`src/design/adtf_pkg.sv`:
```
// Package for the ASCII decimal to fixed point converter.
// Holds format constants, character codes, the power-of-ten table and the FSM/status types.
// No dependencies.
package adtf_pkg;

  // Fixed point format
  localparam int FRAC_DIGITS = 6;                  // fraction digits kept
  localparam int FRAC_BITS   = 16;                 // fraction bits of the result
  localparam int VALUE_W     = 32;                 // result width
  localparam int WHOLE_BITS  = VALUE_W - 1 - FRAC_BITS;
  localparam logic [WHOLE_BITS-1:0] WHOLE_MAX = '1;

  // Powers of ten, indexed by fraction digit count
  localparam logic [31:0] POW10 [8] = '{
    32'd1, 32'd10, 32'd100, 32'd1000, 32'd10000, 32'd100000, 32'd1000000, 32'd10000000
  };

  // Datapath widths
  localparam int FRAC_ACC_W  = $clog2(POW10[FRAC_DIGITS]);
  localparam int FRAC_CNT_W  = $clog2(FRAC_DIGITS + 1);
  localparam int ACC_W       = (WHOLE_BITS > FRAC_ACC_W) ? WHOLE_BITS : FRAC_ACC_W;
  localparam int UNIT_W      = ACC_W + 4;
  localparam int DEN_W       = FRAC_ACC_W + 1;
  localparam int DIV_CNT_W   = $clog2(FRAC_BITS);

  // Character codes
  localparam logic [7:0] CH_MINUS = 8'h2D;
  localparam logic [7:0] CH_POINT = 8'h2E;
  localparam logic [7:0] CH_ZERO  = 8'h30;
  localparam logic [7:0] CH_NINE  = 8'h39;

  typedef enum logic [1:0] {
    STAT_OK  = 2'd0,
    STAT_BAD = 2'd1,
    STAT_OVF = 2'd2
  } status_t;

  typedef enum logic [2:0] {
    ST_IDLE,
    ST_CHAR,
    ST_LOAD,
    ST_DIV,
    ST_DONE
  } state_t;

endpackage

```
`src/design/ascii_decimal_to_fixed_top.sv`:
```
// ASCII decimal string to signed fixed point converter, top level.
// Takes one character per transaction; an optional leading minus, whole digits, one optional
// point and fraction digits. Each character is captured, then parsed in one multiply-by-ten
// step of the shared shift-add unit. After the last character, the restoring divider scales the
// fraction by 10^count one quotient bit per cycle (Q15.16 result at the default). The result
// sits in an output register; the next string's first character is taken while it waits.
// Status: 0 ok, 1 invalid character (value 0), 2 whole part saturated.
// Depends on adtf_pkg.
module ascii_decimal_to_fixed_top (
  input  logic                         clk,
  input  logic                         rst_n,
  input  logic                         in_valid,
  output logic                         in_ready,
  input  logic [7:0]                   in_character,
  input  logic                         in_last,
  output logic                         out_valid,
  input  logic                         out_ready,
  output logic signed [adtf_pkg::VALUE_W-1:0] out_value,
  output logic [1:0]                   out_status
);
  import adtf_pkg::*;

  state_t state_r, state_nxt;

  logic [7:0]                  char_r;
  logic                        last_r;
  logic                        first_r, first_nxt;
  logic                        neg_r, neg_nxt;
  logic                        seen_pt_r, seen_pt_nxt;
  logic [WHOLE_BITS-1:0]       whole_r, whole_nxt;
  logic [FRAC_ACC_W-1:0]       frac_r, frac_nxt;
  logic [FRAC_CNT_W-1:0]       fcnt_r, fcnt_nxt;
  logic                        bad_r, bad_nxt;
  logic                        ovf_r, ovf_nxt;

  logic [DEN_W-1:0]            rem_r, rem_nxt;
  logic [DEN_W-1:0]            den_r, den_nxt;
  logic [FRAC_BITS-1:0]        quo_r, quo_nxt;
  logic [DIV_CNT_W-1:0]        dcnt_r, dcnt_nxt;

  logic                        out_valid_r, out_valid_nxt;
  logic [VALUE_W-1:0]          out_value_r, out_value_nxt;
  status_t                     out_status_r, out_status_nxt;

  logic                        in_fire;
  logic                        is_digit;
  logic [3:0]                  digit;
  logic [UNIT_W-1:0]           mul_op;
  logic [UNIT_W-1:0]           mul_res;
  logic [DEN_W+1:0]            div_diff;
  logic [VALUE_W-1:0]          mag;
  logic                        can_out;

  assign in_ready   = (state_r == ST_IDLE);
  assign in_fire    = in_valid && in_ready;
  assign out_valid  = out_valid_r;
  assign out_value  = out_value_r;
  assign out_status = out_status_r;

  // Shared multiply-by-ten unit: 10x + d as two shifts and adds
  assign is_digit = (char_r >= CH_ZERO) && (char_r <= CH_NINE);
  assign digit    = 4'(char_r - CH_ZERO);
  assign mul_op   = seen_pt_r ? UNIT_W'(frac_r) : UNIT_W'(whole_r);
  assign mul_res  = (mul_op << 3) + (mul_op << 1) + UNIT_W'(digit);

  // Restoring divider step: shift remainder, try subtracting the denominator
  assign div_diff = {1'b0, rem_r, 1'b0} - {2'b00, den_r};

  // Magnitude: fraction quotient is always below one
  assign mag     = {1'b0, whole_r, quo_r};
  assign can_out = !out_valid_r || out_ready;

  // Next state and datapath
  always_comb begin
    state_nxt      = state_r;
    first_nxt      = first_r;
    neg_nxt        = neg_r;
    seen_pt_nxt    = seen_pt_r;
    whole_nxt      = whole_r;
    frac_nxt       = frac_r;
    fcnt_nxt       = fcnt_r;
    bad_nxt        = bad_r;
    ovf_nxt        = ovf_r;
    rem_nxt        = rem_r;
    den_nxt        = den_r;
    quo_nxt        = quo_r;
    dcnt_nxt       = dcnt_r;
    out_valid_nxt  = out_valid_r && !out_ready;
    out_value_nxt  = out_value_r;
    out_status_nxt = out_status_r;

    case (state_r)
      ST_IDLE: begin
        if (in_fire) state_nxt = ST_CHAR;
      end
      ST_CHAR: begin
        // Parse one character into the accumulators
        first_nxt = 1'b0;
        if (!bad_r) begin
          if (first_r && char_r == CH_MINUS) begin
            neg_nxt = 1'b1;
          end else if (char_r == CH_POINT && !seen_pt_r) begin
            seen_pt_nxt = 1'b1;
          end else if (is_digit) begin
            if (seen_pt_r) begin
              if (fcnt_r < FRAC_CNT_W'(FRAC_DIGITS)) begin
                frac_nxt = mul_res[FRAC_ACC_W-1:0];
                fcnt_nxt = fcnt_r + 1'b1;
              end
            end else if (mul_res > UNIT_W'(WHOLE_MAX)) begin
              whole_nxt = WHOLE_MAX;
              ovf_nxt   = 1'b1;
            end else begin
              whole_nxt = mul_res[WHOLE_BITS-1:0];
            end
          end else begin
            bad_nxt = 1'b1;
          end
        end
        state_nxt = last_r ? ST_LOAD : ST_IDLE;
      end
      ST_LOAD: begin
        // Set up fraction scaling by 10^count
        rem_nxt   = DEN_W'(frac_r);
        den_nxt   = DEN_W'(POW10[3'(fcnt_r)]);
        quo_nxt   = '0;
        dcnt_nxt  = '0;
        state_nxt = ST_DIV;
      end
      ST_DIV: begin
        if (!div_diff[DEN_W+1]) begin
          rem_nxt = div_diff[DEN_W-1:0];
          quo_nxt = {quo_r[FRAC_BITS-2:0], 1'b1};
        end else begin
          rem_nxt = {rem_r[DEN_W-2:0], 1'b0};
          quo_nxt = {quo_r[FRAC_BITS-2:0], 1'b0};
        end
        dcnt_nxt = dcnt_r + 1'b1;
        if (dcnt_r == DIV_CNT_W'(FRAC_BITS - 1)) state_nxt = ST_DONE;
      end
      ST_DONE: begin
        // Hold until the output register is free, then clear for the next string
        if (can_out) begin
          out_valid_nxt = 1'b1;
          if (bad_r) begin
            out_value_nxt  = '0;
            out_status_nxt = STAT_BAD;
          end else begin
            out_value_nxt  = neg_r ? (VALUE_W'(0) - mag) : mag;
            out_status_nxt = ovf_r ? STAT_OVF : STAT_OK;
          end
          first_nxt   = 1'b1;
          neg_nxt     = 1'b0;
          seen_pt_nxt = 1'b0;
          whole_nxt   = '0;
          frac_nxt    = '0;
          fcnt_nxt    = '0;
          bad_nxt     = 1'b0;
          ovf_nxt     = 1'b0;
          state_nxt   = ST_IDLE;
        end
      end
      default: state_nxt = ST_IDLE;
    endcase
  end

  // Control and parse state
  always_ff @(posedge clk) begin
    if (!rst_n) begin
      state_r     <= ST_IDLE;
      first_r     <= 1'b1;
      neg_r       <= 1'b0;
      seen_pt_r   <= 1'b0;
      whole_r     <= '0;
      frac_r      <= '0;
      fcnt_r      <= '0;
      bad_r       <= 1'b0;
      ovf_r       <= 1'b0;
      dcnt_r      <= '0;
      out_valid_r <= 1'b0;
    end else begin
      state_r     <= state_nxt;
      first_r     <= first_nxt;
      neg_r       <= neg_nxt;
      seen_pt_r   <= seen_pt_nxt;
      whole_r     <= whole_nxt;
      frac_r      <= frac_nxt;
      fcnt_r      <= fcnt_nxt;
      bad_r       <= bad_nxt;
      ovf_r       <= ovf_nxt;
      dcnt_r      <= dcnt_nxt;
      out_valid_r <= out_valid_nxt;
    end
  end

  // Payload registers
  always_ff @(posedge clk) begin
    if (in_fire) begin
      char_r <= in_character;
      last_r <= in_last;
    end
    rem_r        <= rem_nxt;
    den_r        <= den_nxt;
    quo_r        <= quo_nxt;
    out_value_r  <= out_value_nxt;
    out_status_r <= out_status_nxt;
  end

  // Divider remainder stays below the denominator
  a_rem_bound: assert property (@(posedge clk) disable iff (!rst_n)
    (state_r == ST_DIV) |-> (rem_r < den_r))
    else $error("divider remainder out of range");

  // Fraction digit count never passes its limit
  a_fcnt_bound: assert property (@(posedge clk) disable iff (!rst_n)
    fcnt_r <= FRAC_CNT_W'(FRAC_DIGITS))
    else $error("fraction digit count overrun");

  // Accepted character is parsed in the next cycle
  a_fire_char: assert property (@(posedge clk) disable iff (!rst_n)
    in_fire |=> (state_r == ST_CHAR))
    else $error("accepted character not parsed");

  // Finishing a string loads the output and rearms the parser
  a_done_out: assert property (@(posedge clk) disable iff (!rst_n)
    (state_r == ST_DONE && can_out) |=> (out_valid_r && first_r && state_r == ST_IDLE))
    else $error("result not delivered or state not cleared");

endmodule

```
`config.mk`:
```
export PLATFORM = sky130hd
export DESIGN_NAME = ascii_decimal_to_fixed_top
export DESIGN_NICKNAME = d
export VERILOG_FILES = /design/src/design/adtf_pkg.sv /design/src/design/ascii_decimal_to_fixed_top.sv
export SDC_FILE = /design/constraint.sdc
export NUM_CORES = 1
export LEC_CHECK = 0
export ABC_AREA = 1
export BUFFER_PORTS_ARGS = -buffer_cell sky130_fd_sc_hd__buf_2
export CORE_MARGIN = 4
export CORE_UTILIZATION = 56
export CTS_CLUSTER_DIAMETER = 40
export DETAILED_ROUTE_END_ITERATION = 16
export PLACE_DENSITY = 0.83
export SYNTH_ARGS = -nofsm -noshare
export SYNTH_HDL_FRONTEND = slang
export SYNTH_SLANG_ARGS = --single-unit
```
`constraint.sdc`:
```
create_clock -name clk -period 3.5 [get_ports clk]
set_input_delay 0.7 -clock clk [delete_from_list [all_inputs] [get_ports clk]]
set_output_delay 0.7 -clock clk [all_outputs]
set_load 0.05 [all_outputs]
```
==> results of run 1 <==
-- state kept, by name (all words and copies together), names as in the netlist, 2 cells and up --
signal      cells
state_r         3
dcnt_r          4
frac_r         20
den_r          16
rem_r          21
out_value      32
quo_r          16
char_r          8
whole_r        15
out_status      2
fcnt_r          3
-- cell usage after synthesis (17+ instances only) --
cell type	instances
nand2_1	339
inv_1	174
a21oi_1	125
nor2_1	106
edfxtp_1	96
o21ai_0	75
ha_1	65
dfxtp_1	51
nand3_1	49
nand4_1	26
clkbuf_1	24
nor3_1	23
xor2_1	17
-- logic make-up (layout without fill, tap and decap cells) --
family / after synthesis / in the layout / share of synthesized area [%]
AOI/OAI and AO/OA: 241 / 241 / 13.8
and+or+nand+nor: 565 / 565 / 25.0
adders and majority gates: 68 / 68 / 9.21
xor gates and xnor gates: 23 / 23 / 2.20
DFF: 147 / 147 / 41.2
buffers and inverters: 212 / 280 / 8.62
-- worst max-delay path by stage --
stage	from	to	slack, ns	cells after the start
floorplan	seen_pt_r$_SDFFE_PN0P_	whole_r[10]$_SDFFE_PN0P_	0.17	18
global placement	whole_r[0]$_SDFFE_PN0P_	whole_r[7]$_SDFFE_PN0P_	0.12	14
global route	seen_pt_r$_SDFFE_PN0P_	whole_r[1]$_SDFFE_PN0P_	0.008	18
detailed placement	whole_r[0]$_SDFFE_PN0P_	whole_r[4]$_SDFFE_PN0P_	0.06	14
CTS	whole_r[0]$_SDFFE_PN0P_	whole_r[1]$_SDFFE_PN0P_	0.02	17
finish	seen_pt_r$_SDFFE_PN0P_	whole_r[1]$_SDFFE_PN0P_	0.15	18
-- metal layers --
metal	vias to the layer above	GRT usage, %
met4	0	10.6
met3	84	3.25
met5	-	0
li1	4299	-
met2	482	40.2
met1	3976	34.8
-- power breakdown --
part	leakage, nW	internal (mW)	switching [mW]
combinational	3.48	0.271	0.566
clock	0.293	1.15	0.763
sequential	1.31	1.96	0.0728
-- what timing repair did --
action / CTS / global route
setup buffers: 0 / 2
pin swaps: 0 / 3
resized for setup: 2 / 33
endpoints found under the setup margin: 1 / 18
gates cloned: 0 / 1
-- metrics by stage --
step                setup WS [ns]  std cells  area, sq um  total power, mW  util [%]
finish                      0.154       1544        10700             4.79      64.7
global route              0.00796       1544        10700             4.97      64.7
CTS                        0.0196       1541        10600             4.75      64.0
detailed placement         0.0625       1509         9990             2.85      60.2
global placement            0.124       1509         9990             2.83      60.2
floorplan                   0.166       1256         9480             2.66         -
-- worst register-to-register path: stages, from the launching register on --
cell	delay [ns]
dfxtp_4	0.38
buf_12	0.16
o21ai_0	0.28
ha_1	0.30
ha_1	0.41
nand2_1	0.14
nor2_2	0.21
nand2_1	0.13
nor2_1	0.13
nand2_1	0.13
nand4_1	0.12
nand2_1	0.06
inv_1	0.04
nand2_1	0.05
nor2_1	0.09
buf_4	0.25
nand4_1	0.16
nand2_1	0.12
a21oi_1	0.08
-- final cells by class --
class | count | area, sq um | area share [%]
inverters | 179 | 672 | 6.26
clock buffers | 19 | 443 | 4.13
repair buffers | 69 | 414 | 3.86
multi-input cells | 897 | 4840 | 45.1
well taps | 220 | 275 | 2.57
flip-flops and latches | 147 | 3910 | 36.4
clock inverters | 13 | 173 | 1.61
==> impl_metrics.csv, run 1 <==
group,metric,value,unit
drt,wire_per_inst,16.0,um
synthesis,synth_top_area_share,30.4,%
cells_and_area,final_cell_mix,"nand2_1 (338), inv_1 (174), a21oi_1 (123)",
clocking,cts_sinks,147,
min_path,hp-class,"in -> reg",
worst_setup_path,r2r_cells,18,
global_route,grt_max_degree,41,
power_and_ir_drop,ir_worst_vdd,429,uV
synthesis,syn_area_per_cell,7.55,sq um
sta,finalHoldViolCount,0,
synthesis,synth_ff_type,"edfxtp_1",
outcome,status,"complete, no violations",
sta,clock_skew,0.0108,ns
cells_and_area,final_common_cell,"nand2_1",
sta,fin_tns_setup,0,ns
worst_setup_path,start_kind,"flip-flop",
sta,worst_pin_slew,0.877,ns
worst_setup_path,cp_num_buf_inv,3,
power_and_ir_drop,power.density,446,nW/um^2
clocking,insertion_delay,0.43,ns
min_path,hold-path-cell-count,1,
drt,drt_iter0_markers,1115,
worst_setup_path,crit_type,"reg -> reg",
floorplan,num_io_pins,49,
drt,wl_met1,10500,um
synthesis,synthCells,1256,
placement,port_buffers,48,
synthesis,synth_area,9480,sq um
worst_setup_path,cp.required,3.79,ns
synthesis,synthTopCellsByArea,"edfxtp_1 (30%), nand2_1 (13%), dfxtp_1 (11%), ha_1 (8.6%), inv_1 (6.9%)",
placement,gp_congestion,1.00,
drt,highest_layer,"met4",
worst_setup_path,critPathMostFrequentCell,"nand2_1",
sta,drv_slew,0,
floorplan,rows,47,
cells_and_area,n_fill_cell,1368,
clocking,clkTransAtPathRegs,0.06,ns
drt,antenna_left,0,
drt,drc,0,
worst_setup_path,crit_fanout,27,
drt,dr.pass1.iters,6,
synthesis,yosysWarningCount,0,
sta,fin_crit,3.35,ns
clocking,clockBufferDepth,2,
job,maxCapViolCount,0,
clocking,tritoncts,"built",
drt,wl_met3,2010,um
min_path,hold_start,"in_character[6]",
sta,finalCritPeriodShare,95.6,%
cells_and_area,area_delta_synth_final,13.2,%
worst_setup_path,end_kind,"flip-flop",
floorplan,die_x,138,um
worst_setup_path,rrSetupSlack,0.15,ns
floorplan,coreArea,16600,sq um
worst_setup_path,max_stage_delay,0.41,ns
cells_and_area,drive_above_1_share,10.1,%
floorplan,start_util,57.2,%
drt,routed_wl,24700,um
cells_and_area,final_nets,1392,
worst_setup_path,critPathTopFamily,"simple AND/OR/NAND/NOR gates",
placement,dpl.hpwl,17800,um
clocking,cts_hold_buf,0,
worst_setup_path,r2r-start,"seen_pt_r$_SDFFE_PN0P_",
synthesis,syn-num-nets,1337,
clocking,ctsHtreeMaxLevel,4,
global_route,grt_pass1_wl,39700,um
floorplan,die-height,138,um
synthesis,yosysSeqAreaShare,41.2,%
min_path,min_to,"char_r[6]$_DFFE_PP_",
global_route,grt_pass1_vias,8100,
drt,viasPerCell,5.73,
clocking,cts_buffers,17,
drt,via_count,8841,
worst_setup_path,arrival,3.64,ns
power_and_ir_drop,leakagePower,5.08,nW
worst_setup_path,r2r-end,"whole_r[1]$_SDFFE_PN0P_",
floorplan,dieArea,19100,sq um
worst_setup_path,crit_chain,"buf_12, o21ai_0, ha_1, ha_1, nand2_1, nor2_2, nand2_1, nor2_1, nand2_1, nand4_1, nand2_1, inv_1, nand2_1, nor2_1, buf_4, nand4_1, nand2_1, a21oi_1",
global_route,grt_util_all_layers,25.2,%
sta,grt_setup_unrepaired,"no",
drt,wl_met2,11200,um
cells_and_area,n_antenna_cell,0,
synthesis,yosysTopAreaCell,"edfxtp_1",
synthesis,async_flop_share,0,%
synthesis,ys_ff_latch,147,
sta,relSlewSlack,41.5,%
clocking,clock-root-buffer,"clkbuf_16",
sta,fmax,299,MHz
global_route,overflow,0,
synthesis,yosysUniqueCellTypes,47,
synthesis,synth_edf_count,96,
global_route,antenna_found_initial,0,
sta,setup_violations,0,
sta,holdWs,0.448,ns
worst_setup_path,crit_path_top_delay_cell,"ha_1",
Note: power is estimated with default switching activity, not from simulation.
==> run 2, diff against run 1 <==
--- a/config.mk
+++ b/config.mk
@@ -11,7 +11,8 @@
 export CORE_UTILIZATION = 56
 export CTS_CLUSTER_DIAMETER = 40
 export DETAILED_ROUTE_END_ITERATION = 16
-export PLACE_DENSITY = 0.83
+export GPL_ROUTABILITY_DRIVEN = 1
+export PLACE_DENSITY = 0.77
 export SYNTH_ARGS = -nofsm -noshare
 export SYNTH_HDL_FRONTEND = slang
 export SYNTH_SLANG_ARGS = --single-unit
==> impl_metrics.csv, run 2 (synthesized netlist as in run 1, its figures left out) <==
group,metric,value,unit
cells_and_area,instances_no_fill,1541,
drt,drt_iter0_markers,795,
drt,antenna_left,0,
cells_and_area,final_cell_area,10600,sq um
sta,fin_crit,3.20,ns
clocking,post_cts_buffers,0,
cells_and_area,area_delta_synth_final,11.9,%
power_and_ir_drop,ir_worst_vdd,372,uV
outcome,status,"complete, no violations",
drt,routed_wl,23800,um
sta,finalHoldViolCount,0,
worst_setup_path,critPathMostFrequentCell,"nand2_1",
clocking,tritoncts,"built",
sta,relSlewSlack,49.5,%
placement,port_buffers,48,
drt,via_count,8600,
cells_and_area,final_common_cell,"nand2_1",
global_route,grt_util_all_layers,24.9,%
worst_setup_path,crit_type,"reg -> reg",
floorplan,num_io_pins,49,
drt,dr.pass1.iters,6,
cells_and_area,final_nets,1389,
power_and_ir_drop,power,4.68,mW
placement,placed_cell_area,9990,sq um
worst_setup_path,max_stage_delay,0.50,ns
global_route,grt_max_degree,40,
worst_setup_path,crit_chain,"inv_1, o21ai_2, fa_1, fa_1, nand3_1, nand3_1, nand2_1, nand2_1, nand2_1, nand3_1, nand2_1, nand3_1, nor2_1, buf_6, nand4_1, nand2_1, a21oi_1",
sta,grt_setup_unrepaired,"no",
cells_and_area,final_cell_mix,"nand2_1 (339), inv_1 (174), a21oi_1 (124)",
global_route,overflow,0,
sta,worst_pin_slew,0.756,ns
clocking,clockBufferDepth,2,
floorplan,die_x,138,um
cells_and_area,largest_register_ffs,32,
worst_setup_path,end_kind,"flip-flop",
sta,clock_skew,0.0117,ns
worst_setup_path,arrival,3.49,ns
worst_setup_path,start_kind,"flip-flop",
drt,drc,0,
power_and_ir_drop,power.density,441,nW/um^2
sta,drv_slew,0,
clocking,clock-root-buffer,"clkbuf_16",
sta,fin_tns_setup,0,ns
global_route,antenna_found_initial,0,
placement,gp_congestion,0.981,
worst_setup_path,cp.required,3.79,ns
placement,dp.cells,1509,
sta,setup_violations,0,
cells_and_area,final_util,64.0,%
clocking,ctsHtreeMaxLevel,4,
global_route,grt_pass1_wl,39300,um
sta,finalCritPeriodShare,91.5,%
placement,dpl.hpwl,17900,um
sta,fmax,312,MHz
cells_and_area,drive_above_1_share,8.86,%
floorplan,rows,47,
floorplan,coreArea,16600,sq um
clocking,insertion_delay,0.42,ns
clocking,clkTransAtPathRegs,0.06,ns
floorplan,die-height,138,um
global_route,grt_pass1_vias,7939,
worst_setup_path,crit_fanout,16,
clocking,cts_buffers,17,
power_and_ir_drop,leakagePower,5.05,nW
floorplan,dieArea,19100,sq um
drt,wire_per_inst,15.5,um
min_path,hp-class,"in -> reg",
floorplan,start_util,57.2,%
clocking,cts_sinks,147,
job,maxCapViolCount,0,
worst_setup_path,r2r_cells,17,
worst_setup_path,crit_path_top_delay_cell,"fa_1",
cells_and_area,n_antenna_cell,0,
min_path,hold-path-cell-count,1,
drt,viasPerCell,5.58,
[run 2: timing repair]
action,in CTS,in global routing
hold endpoints to repair,0,0
setup endpoints to repair,0,17
hold buffers,0,0
resized for setup,0,15
[run 2: routing by layer]
layer  global-route usage [%]  up-vias  part of all wire, %
met4                     8.37        0                  2.9
li1                         -     4287                    -
met2                     38.8      331                   44
met1                     35.4     3935                   46
met5                        0        -                    0
met3                     4.45       47                  7.1
[run 2: through the flow]
stage | hold slack (ns) | setup WS (ns)
final | 0.450 | 0.299
after global routing | 0.433 | 0.0172
after CTS | 0.440 | 0.124
after detailed placement | 0.469 | 0.150
after global placement | 0.459 | 0.205
after floorplan | 0.406 | 0.166
[run 2: path summary, 6_finish.rpt]
check | start | endpoint | slack (ns)
hold / removal | in_character[5] | char_r[5]$_DFFE_PP_ | 0.45
setup reg to reg | whole_r[0]$_SDFFE_PN0P_ | whole_r[13]$_SDFFE_PN0P_ | 0.30
hold reg to reg | dcnt_r[0]$_SDFFE_PN0P_ | dcnt_r[0]$_SDFFE_PN0P_ | 0.49
setup / recovery | whole_r[0]$_SDFFE_PN0P_ | whole_r[13]$_SDFFE_PN0P_ | 0.30
[run 2: area by class of cell]
cell class / count / area, sq um
Inverter: 179 / 672
Tap cell: 220 / 275
Multi-Input combinational cell: 897 / 4780
Timing Repair Buffer: 66 / 383
Fill cell: 1426 / 5970
Clock inverter: 12 / 146
Sequential cell: 147 / 3910
Clock buffer: 20 / 447
[run 2: power by group]
part           switching [mW]  total, mW  internal (mW)
Combinational           0.548      0.812          0.265
Sequential             0.0731       2.03           1.96
Clock                   0.749       1.83           1.08
Total                    1.37       4.68           3.31
[run 2: worst max-delay path: cells and delay by family (launching register included)]
kind / cells / cell delay, ns
simple gates: 11 / 1.16
buf+inv: 2 / 0.31
fa+ha+maj: 2 / 0.99
flops: 1 / 0.37
compound gates: 2 / 0.25
